`src/design/wblm_pkg.sv`:
```
package wblm_pkg;

    localparam int WINDOW_DEPTH = 64;
    localparam int TIME_BITS    = 48;

    localparam int OP_W    = 2;
    localparam int WL_W    = 7;
    localparam int PCT_W   = 7;
    localparam int Q_W     = PCT_W;
    localparam int STEP_W  = $clog2(Q_W);
    localparam int IDX_W   = (WINDOW_DEPTH > 1) ? $clog2(WINDOW_DEPTH) : 1;
    localparam int CNT_W   = $clog2(WINDOW_DEPTH + 1);
    localparam int SLOT_W  = CNT_W + 1;
    localparam int CMP_W   = (CNT_W > WL_W) ? CNT_W : WL_W;
    localparam int REC_W   = TIME_BITS + 1;
    localparam int SUM_W   = TIME_BITS + $clog2(WINDOW_DEPTH);
    localparam int BUSY_W  = SUM_W + 1;
    localparam int TOT_W   = SUM_W + 2;
    localparam int NUM_W   = TOT_W + Q_W - 1;
    localparam int TDATA_W = ((TIME_BITS + 7) / 8) * 8;
    localparam int MDATA_W = ((PCT_W + 7) / 8) * 8;

    localparam logic [OP_W-1:0]  OP_IDLE  = 2'd0;
    localparam logic [OP_W-1:0]  OP_BUSY  = 2'd1;
    localparam logic [OP_W-1:0]  OP_QUERY = 2'd2;

    localparam logic [WL_W-1:0]  WL_RESET = 7'd64;
    localparam logic [PCT_W-1:0] PCT_MAX  = 7'd100;

    typedef struct packed {
        logic push_idle;
        logic push_busy;
        logic query;
        logic rd_en;
        logic evict;
        logic write;
        logic q_sum;
        logic div_init;
        logic div_step;
        logic out_load;
    } ctrl_cmd_t;

    typedef struct packed {
        logic need_evict;
        logic div_last;
        logic out_free;
    } ctrl_sts_t;

endpackage

```
`src/design/wblm_ctrl.sv`:
```
module wblm_ctrl import wblm_pkg::*; (
    input  logic            aclk,
    input  logic            aresetn,
    input  logic            in_valid,
    input  logic [OP_W-1:0] in_op,
    output logic            in_ready,
    output ctrl_cmd_t       cmd,
    input  ctrl_sts_t       sts
);

    localparam logic [2:0] ST_IDLE  = 3'd0;
    localparam logic [2:0] ST_EVICT = 3'd1;
    localparam logic [2:0] ST_WRITE = 3'd2;
    localparam logic [2:0] ST_QSUM  = 3'd3;
    localparam logic [2:0] ST_QTOT  = 3'd4;
    localparam logic [2:0] ST_DIV   = 3'd5;
    localparam logic [2:0] ST_OUT   = 3'd6;

    logic [2:0] state_reg, state_next;

    always_comb begin
        state_next = state_reg;
        cmd        = '0;
        in_ready   = 1'b0;
        case (state_reg)
            ST_IDLE: begin
                in_ready = 1'b1;
                if (in_valid) begin
                    case (in_op)
                        OP_IDLE, OP_BUSY: begin
                            cmd.push_idle = (in_op == OP_IDLE);
                            cmd.push_busy = (in_op == OP_BUSY);
                            if (sts.need_evict) begin
                                cmd.rd_en  = 1'b1;
                                state_next = ST_EVICT;
                            end else begin
                                state_next = ST_WRITE;
                            end
                        end
                        OP_QUERY: begin
                            cmd.query  = 1'b1;
                            state_next = ST_QSUM;
                        end
                        default: begin
                            state_next = ST_IDLE;
                        end
                    endcase
                end
            end
            ST_EVICT: begin
                cmd.evict  = 1'b1;
                state_next = ST_WRITE;
            end
            ST_WRITE: begin
                cmd.write  = 1'b1;
                state_next = ST_IDLE;
            end
            ST_QSUM: begin
                cmd.q_sum  = 1'b1;
                state_next = ST_QTOT;
            end
            ST_QTOT: begin
                cmd.div_init = 1'b1;
                state_next   = ST_DIV;
            end
            ST_DIV: begin
                cmd.div_step = 1'b1;
                if (sts.div_last) begin
                    state_next = ST_OUT;
                end
            end
            ST_OUT: begin
                if (sts.out_free) begin
                    cmd.out_load = 1'b1;
                    state_next   = ST_IDLE;
                end
            end
            default: begin
                state_next = ST_IDLE;
            end
        endcase
    end

    always_ff @(posedge aclk) begin
        if (!aresetn) begin
            state_reg <= ST_IDLE;
        end else begin
            state_reg <= state_next;
        end
    end

    a_read_then_evict: assert property (@(posedge aclk) disable iff (!aresetn)
        cmd.rd_en |=> cmd.evict)
        else $error("eviction does not follow history read");

    a_one_action: assert property (@(posedge aclk) disable iff (!aresetn)
        $onehot0({cmd.evict, cmd.write, cmd.q_sum, cmd.div_init, cmd.div_step,
                  cmd.out_load, in_ready}))
        else $error("more than one datapath action at once");

    a_evict_then_write: assert property (@(posedge aclk) disable iff (!aresetn)
        cmd.evict |=> cmd.write)
        else $error("eviction not followed by record write");

endmodule

```
`config.mk`:
```
export PLATFORM = sky130hd
export DESIGN_NAME = wblm_ctrl
export DESIGN_NICKNAME = d
export VERILOG_FILES = /design/src/design/wblm_pkg.sv /design/src/design/wblm_ctrl.sv
export SDC_FILE = /design/constraint.sdc
export NUM_CORES = 1
export LEC_CHECK = 0
export BUFFER_PORTS_ARGS = -buffer_cell sky130_fd_sc_hd__buf_2
export CAP_MARGIN = 30
export CELL_PAD_IN_SITES_DETAIL_PLACEMENT = 1
export CELL_PAD_IN_SITES_GLOBAL_PLACEMENT = 1
export CORE_AREA = 2 2 39 41
export DETAILED_ROUTE_END_ITERATION = 6
export DIE_AREA = 0 0 41 43
export GPL_TIMING_DRIVEN = 1
export PLACE_DENSITY_LB_ADDON = 0.25
export SLEW_MARGIN = 20
export SYNTH_ARGS = -nofsm -noshare
export SYNTH_HDL_FRONTEND = slang
export SYNTH_SLANG_ARGS = --single-unit
```
`constraint.sdc`:
```
create_clock -name aclk -period 4.1 [get_ports aclk]
set_input_delay 1.025 -clock aclk [delete_from_list [all_inputs] [get_ports aclk]]
set_output_delay 1.025 -clock aclk [all_outputs]
set_load 0.03 [all_outputs]
```
==> metrics.md, run 1 <==
| Metric | Value |
|---|---|
| Reg2Reg Setup Slack | 2910 ps |
| WL/cell | 10.5 um |
| Dominant cell type by area after synthesis | dfxtp_1 |
| Cts bufs inserted | 3 |
| Cell Chain, Critical Path | buf_2 -> or4b_4 -> nor2_2 -> and2_1 -> buf_2 |
| CTS H-Tree Depth | 1 |
| Post-synth EDFFs | 0 |
| First-pass GRT wire length | 1110 um |
| Count of buffers from port buffering | 18 |
| Setup crit start kind | input pin |
| Area Growth Syn to Fin | 40.0% |
| Critical path class | in2out |
| Crit-path max cell delay | 470 ps |
| Sequential element share of the synthesized area | 21.8% |
| Max Root-Sink Buffers | 2 |
| Status | completed |
| Hold Crit Class | reg2reg |
| Syn_area_per_cell | 7.65 um2 |
| HP Start | state_reg[2] |
| Initial antenna violation count | 0 |
| Worst-skew pair later-pin latency | 230 ps |
| Count leader, synth | nor3_1 |
| Routed vias | 315 |
| Placer Congestion | 0.653 |
| Setup Buffers After CTS | 0 |
| Fin Hold WS | 673 ps |
| Post-Syn Instances | 36 |
| Finished Core Util | 27.8% |
| Crit path launch | in_valid |
| Net count, final | 64 |
| Number of global-route vias before repair | 285 |
| Clk pin slew, worst setup/hold paths | 40 ps |
| Slew Limit Headroom | 76.3% |
| Layout cells sized above 1 | 43.6% |
| Synthesized cell area | 275 um2 |
| N_diodes | 0 |
| DRT iter0 DRCs | 0 |
| Mean number of vias per cell | 4.44 |
| Largest net degree at the start of global routing | 12 |
| Final max-slew violation count | 0 |
| Max-cap violation count | 0 |
| Syn Nets | 44 |
| Layout Skew | 1.47 ps |
| Leakage power | 0.191 nW |
| Die W | 41 um |
| WP data arrival | 2000 ps |
| Delay-heaviest family, CP | simple AND/OR/NAND/NOR gates |
| CTS Sinks | 3 |
| Core Area | 1380 um2 |
| #FFs+latches synth | 3 |
| Power Dens Cells | 315 nW/um2 |
| Synth warnings | 0 |
| Post-synth ARST share | 0% |
| TritonCTS clock tree | yes |
| R2r startpoint | state_reg[0] |
| RSZ-0062 raised after global routing | false |
| Worst-margin pin slew | 355 ps |
| Setup crit end kind | output pin |
| # resized after CTS | 0 |
| Final hold vios | 0 |
| Die H | 43 um |
| Die ar. | 1760 um2 |
| Fmax | 331 MHz |
| CP max stage cell | or4b_4 |
| Worst IR Drop VDD | 0.0000882 V |
| Final min period | 3020 ps |
| Main synth FF type | dfxtp_1 |
| Period utilization | 73.7% |
| Ports | 19 |
| Largest register FFs | 3 |
| GRT Residual Overflow | 0 |
| CP Max Fanout | 3 |
| Hold buffers post-CTS | 0 |
| Cell repeated most along the worst path | buf_2 |
| Buf/Inv on CP | 2 |
| Hpwl dp | 557 um |
| Post-synth top area share | 21.8% |
| Antenna Violating Nets Remaining | 0 |
| Root Driver | clkbuf_4 |
| GRT Overall Usage | 9.23% |
| Top cells by count, synth | nor3_1 (4), dfxtp_1 (3), nor2_1 (3), nor3b_1 (3) |
| Setup tns final | 0 ps |
| Worst path required time | 3070 ps |
| Starting Density | 19.9% |
| DRC viols | 0 |
| Power Total | 0.121 mW |
| Final wirelength | 746 um |
| Synth area leaders | dfxtp_1 (22%), buf_6 (8.2%), nor3b_1 (8.2%), nor3_1 (7.3%), or4b_4 (5.0%) |
| TritonRoute pass-1 iters | 1 |
| Row Count | 14 |
| Synth unique cells | 22 |
| Final setup viols | 0 |
layout make-up:
class / instances / area [um2]
multi-input cells: 28 / 181
clock buffers: 4 / 26.3
inverters: 2 / 7.51
flip-flops and latches: 3 / 60.1
fillers: 184 / 998
well taps: 16 / 20.0
repair buffers: 18 / 90.1
worst paths after layout:
| path | cells after the start | endpoint |
|---|---|---|
| worst max-delay path | 5 | cmd[8] |
| worst min-delay path | 2 | state_reg[2] |
| worst max register to register | 3 | state_reg[1] |
| worst min register to register | 2 | state_reg[2] |
logic make-up (layout without fill, tap and decap cells):
family          Yosys count  after routing  synth area share (%)
compound gates            8              8                  19.5
simple gates             20             20                  46.4
flops                     3              3                  21.8
buf+inv                   5             24                  12.3
per-layer routing:
layer | share of wire [%] | global-route usage [%]
met1 | 50 | 12.2
met2 | 40 | 12.2
met3 | 10 | 4.71
met4 | 0 | 4.00
met5 | 0 | 0
tightest hold or removal path: stages (launching register included):
cell and delay (ps):
dfxtp_1 400, a21oi_1 170, nor2b_1 50
layout by cell type (no fill, tap or decap):
master	instances
o22ai_1	1
nor3b_1	3
o31a_1	1
buf_2	18
nor2_1	3
a21oi_1	2
nor2b_1	2
nand2_1	1
or4b_4	1
a211o_1	1
inv_1	2
and3b_2	1
nor2_2	1
nor4b_1	1
o21ai_0	1
clkbuf_1	1
o21a_1	1
dfxtp_1	3
nand2b_1	1
clkbuf_4	3
and2_1	2
a211oi_1	1
nor3_1	4
power by group:
| part | internal [mW] | switching [mW] |
|---|---|---|
| sequential | 0.0312 | 0.00463 |
| combinational | 0.0142 | 0.0207 |
| clock | 0.0364 | 0.0143 |
| total | 0.0817 | 0.0396 |
through the flow:
stage	cell area, um2	worst slack [ps]	std cells
2_1_floorplan	275	839	36
3_3_place_gp	359	1070	67
6_report	385	1080	71
4_1_cts	385	1070	71
3_5_place_dp	359	1070	67
5_1_grt	385	1000	71
No activity file was read; power rests on OpenSTA's default activity.
==> run 2, diff against run 1 <==
==> constraint.sdc (replaced) <==
create_clock -name aclk -period 3.2 [get_ports aclk]
set_input_delay 0.8 -clock aclk [delete_from_list [all_inputs] [get_ports aclk]]
set_output_delay 0.8 -clock aclk [all_outputs]
set_load 0.03 [all_outputs]
==> run 2 against run 1 <==
Net effect:
- flip-flop and latch count stayed put
- core utilization stayed put
- sequential power is 28% higher
- global-route usage hardly changed
- die area stayed put
- wire length is 5.5% higher
- combinational power is 28% higher
- clock skew is 1.8 ps higher
==> metrics.md, run 2 (synthesis gave the netlist of run 1 again) <==
| Metric | Value |
|---|---|
| WL/cell | 11.1 um (+5.5%) |
| Period utilization | 80.9% |
| CTS H-Tree Depth | 1 (unchanged) |
| Status | completed |
| Ports | 19 (unchanged) |
| Cell repeated most along the worst path | buf_2 |
| Core Area | 1380 um2 (unchanged) |
| Most frequent cells in the layout | buf_2 (18), nor3_1 (4) |
| DRC viols | 0 (unchanged) |
| TritonCTS clock tree | yes |
| Setup crit end kind | output pin |
| CP Max Fanout | 3 (unchanged) |
| Clk pin slew, worst setup/hold paths | 40 ps (about the same) |
| Hold buffers post-CTS | 0 (unchanged) |
| Sequential share of power | 29.1% (-0.4 points) |
| Slew Limit Headroom | 75.3% (-1.0 points) |
| Hold Crit Class | reg2reg |
| Worst path required time | 2400 ps (-670 ps) |
| Crit-path max cell delay | 470 ps (about the same) |
| Setup Buffers After CTS | 0 (unchanged) |
| Row Count | 14 (unchanged) |
| TritonRoute pass-1 iters | 2 (+1) |
| N_diodes | 0 (unchanged) |
| Internal power | 0.105 mW (+28%) |
| Count of buffers from port buffering | 18 (unchanged) |
| Delay-heaviest family, CP | simple AND/OR/NAND/NOR gates |
| Root Driver | clkbuf_4 |
| Setup tns final | 0 ps (unchanged) |
| Die W | 41 um (unchanged) |
| Worst-skew pair later-pin latency | 230 ps (about the same) |
| RSZ-0062 raised after global routing | false |
| Buf/Inv on CP | 2 (unchanged) |
| Max-cap violation count | 0 (unchanged) |
| Antenna Violating Nets Remaining | 0 (unchanged) |
| Initial antenna violation count | 0 (unchanged) |
| Layout cells sized above 1 | 43.6% (unchanged) |
| Critical path class | in2out |
| Sw power | 0.0525 mW (+33%) |
| Hpwl dp | 577 um (+3.5%) |
| Setup crit start kind | input pin |
| CP max stage cell | or4b_4 |
| Starting Density | 19.9% (unchanged) |
| Final wirelength | 787 um (+5.5%) |
| Final hold vios | 0 (unchanged) |
| Final max-slew violation count | 0 (unchanged) |
| Net count, final | 64 (unchanged) |
| Net Sw Frac | 33.4% (+0.73 points) |
| Comb power frac | 28.5% (-0.2 points) |
| Routed vias | 320 (+1.6%) |
| GRT Overall Usage | 9.22% (-0.0092 points) |
| Cts bufs inserted | 3 (unchanged) |
| Die H | 43 um (unchanged) |
| Register area | 60.1 um2 (unchanged) |
| Cell Chain, Critical Path | buf_2 -> or4b_4 -> nor3b_1 -> buf_2 |
| GRT Residual Overflow | 0 (unchanged) |
| Die ar. | 1760 um2 (unchanged) |
| Largest register FFs | 3 (unchanged) |
| Final min period | 2590 ps |
| Clk pwr share | 42.4% (+0.6 points) |
| Mean number of vias per cell | 4.51 (+1.6%) |
| Commonest non-fill, non-tap cell in the layout | buf_2 |
| Final setup viols | 0 (unchanged) |
| Placer Congestion | 0.653 (about the same) |
| # resized after CTS | 0 (unchanged) |
| Finished Core Util | 27.8% (unchanged) |
| Number of global-route vias before repair | 289 (+1.4%) |
| Largest net degree at the start of global routing | 12 (unchanged) |
| Power Dens Cells | 408 nW/um2 (+30%) |
| Fmax | 386 MHz |
| WP data arrival | 1790 ps (-210 ps) |
| Leakage power | 0.191 nW (unchanged) |
| CTS Sinks | 3 (unchanged) |
| Worst IR Drop VDD | 0.0000996 V (+13%) |
| Area of the multi-input gates | 181 um2 (unchanged) |
| First-pass GRT wire length | 1120 um (+0.63%) |
| Layout Skew | 3.29 ps (+1.82 ps) |
| Filler Cell Count | 189 (+2.7%) |
| DRT iter0 DRCs | 7 (+7) |
| Max Root-Sink Buffers | 2 (unchanged) |
| Worst-margin pin slew | 370 ps (+15.3 ps) |
| Area Growth Syn to Fin | 40.0% (unchanged) |
-- run 2: worst min-delay path, delay by kind of cell (launching register included) --
| kind | cells | cell delay (ps) |
|---|---|---|
| AOI/OAI and AO/OA | 1 | 180 |
| DFF | 1 | 410 |
| and+or+nand+nor | 1 | 50 |
-- run 2: final cells by class --
type	instances	area share, %
inverter	2	1.95
sequential	3	15.6
tap	16	5.19
multi-input combinational	28	47.1
timing repair buffer	18	23.4
clock buffer	4	6.82
-- run 2: metrics by stage --
| step | area [um2] | power (mW) | worst slack (ps) | hold slack (ps) | std cells |
|---|---|---|---|---|---|
| final | 385 | 0.157 | 611 | 688 | 71 |
| after CTS | 385 | 0.161 | 606 | 686 | 71 |
| after global routing | 385 | 0.166 | 560 | 739 | 71 |
| after global placement | 359 | 0.0918 | 633 | 691 | 67 |
| after detailed placement | 359 | 0.0918 | 614 | 681 | 67 |
| after floorplan | 275 | 0.0796 | 389 | 648 | 36 |
-- run 2: per-layer routing --
metal  vias to the layer above  share of wire [%]  GRT usage (%)
met1                       137                 47           13.1
met4                         0                  0           8.00
met2                        17                 43           12.2
li1                        166                  -              -
met3                         0                9.8              0
met5                         -                  0              0
-- run 2: final timing paths --
kind / startpoint / end / slack (ps) / depth (start not counted)
worst max register to register: state_reg[0] / state_reg[1] / 1990 / 3
worst max-delay path: in_valid / cmd[7] / 610 / 4
worst min register to register: state_reg[2] / state_reg[2] / 690 / 2
worst min-delay path: state_reg[2] / state_reg[2] / 690 / 2
-- run 2: power by group through the flow --
stage	combinational [mW]	sequential, mW	clock (mW)
after floorplan	0.0381	0.0414	0
after global placement	0.0451	0.0467	0
after detailed placement	0.0452	0.0466	0
after CTS	0.0454	0.0460	0.0696
after global routing	0.0489	0.0465	0.0707
final	0.0448	0.0458	0.0667
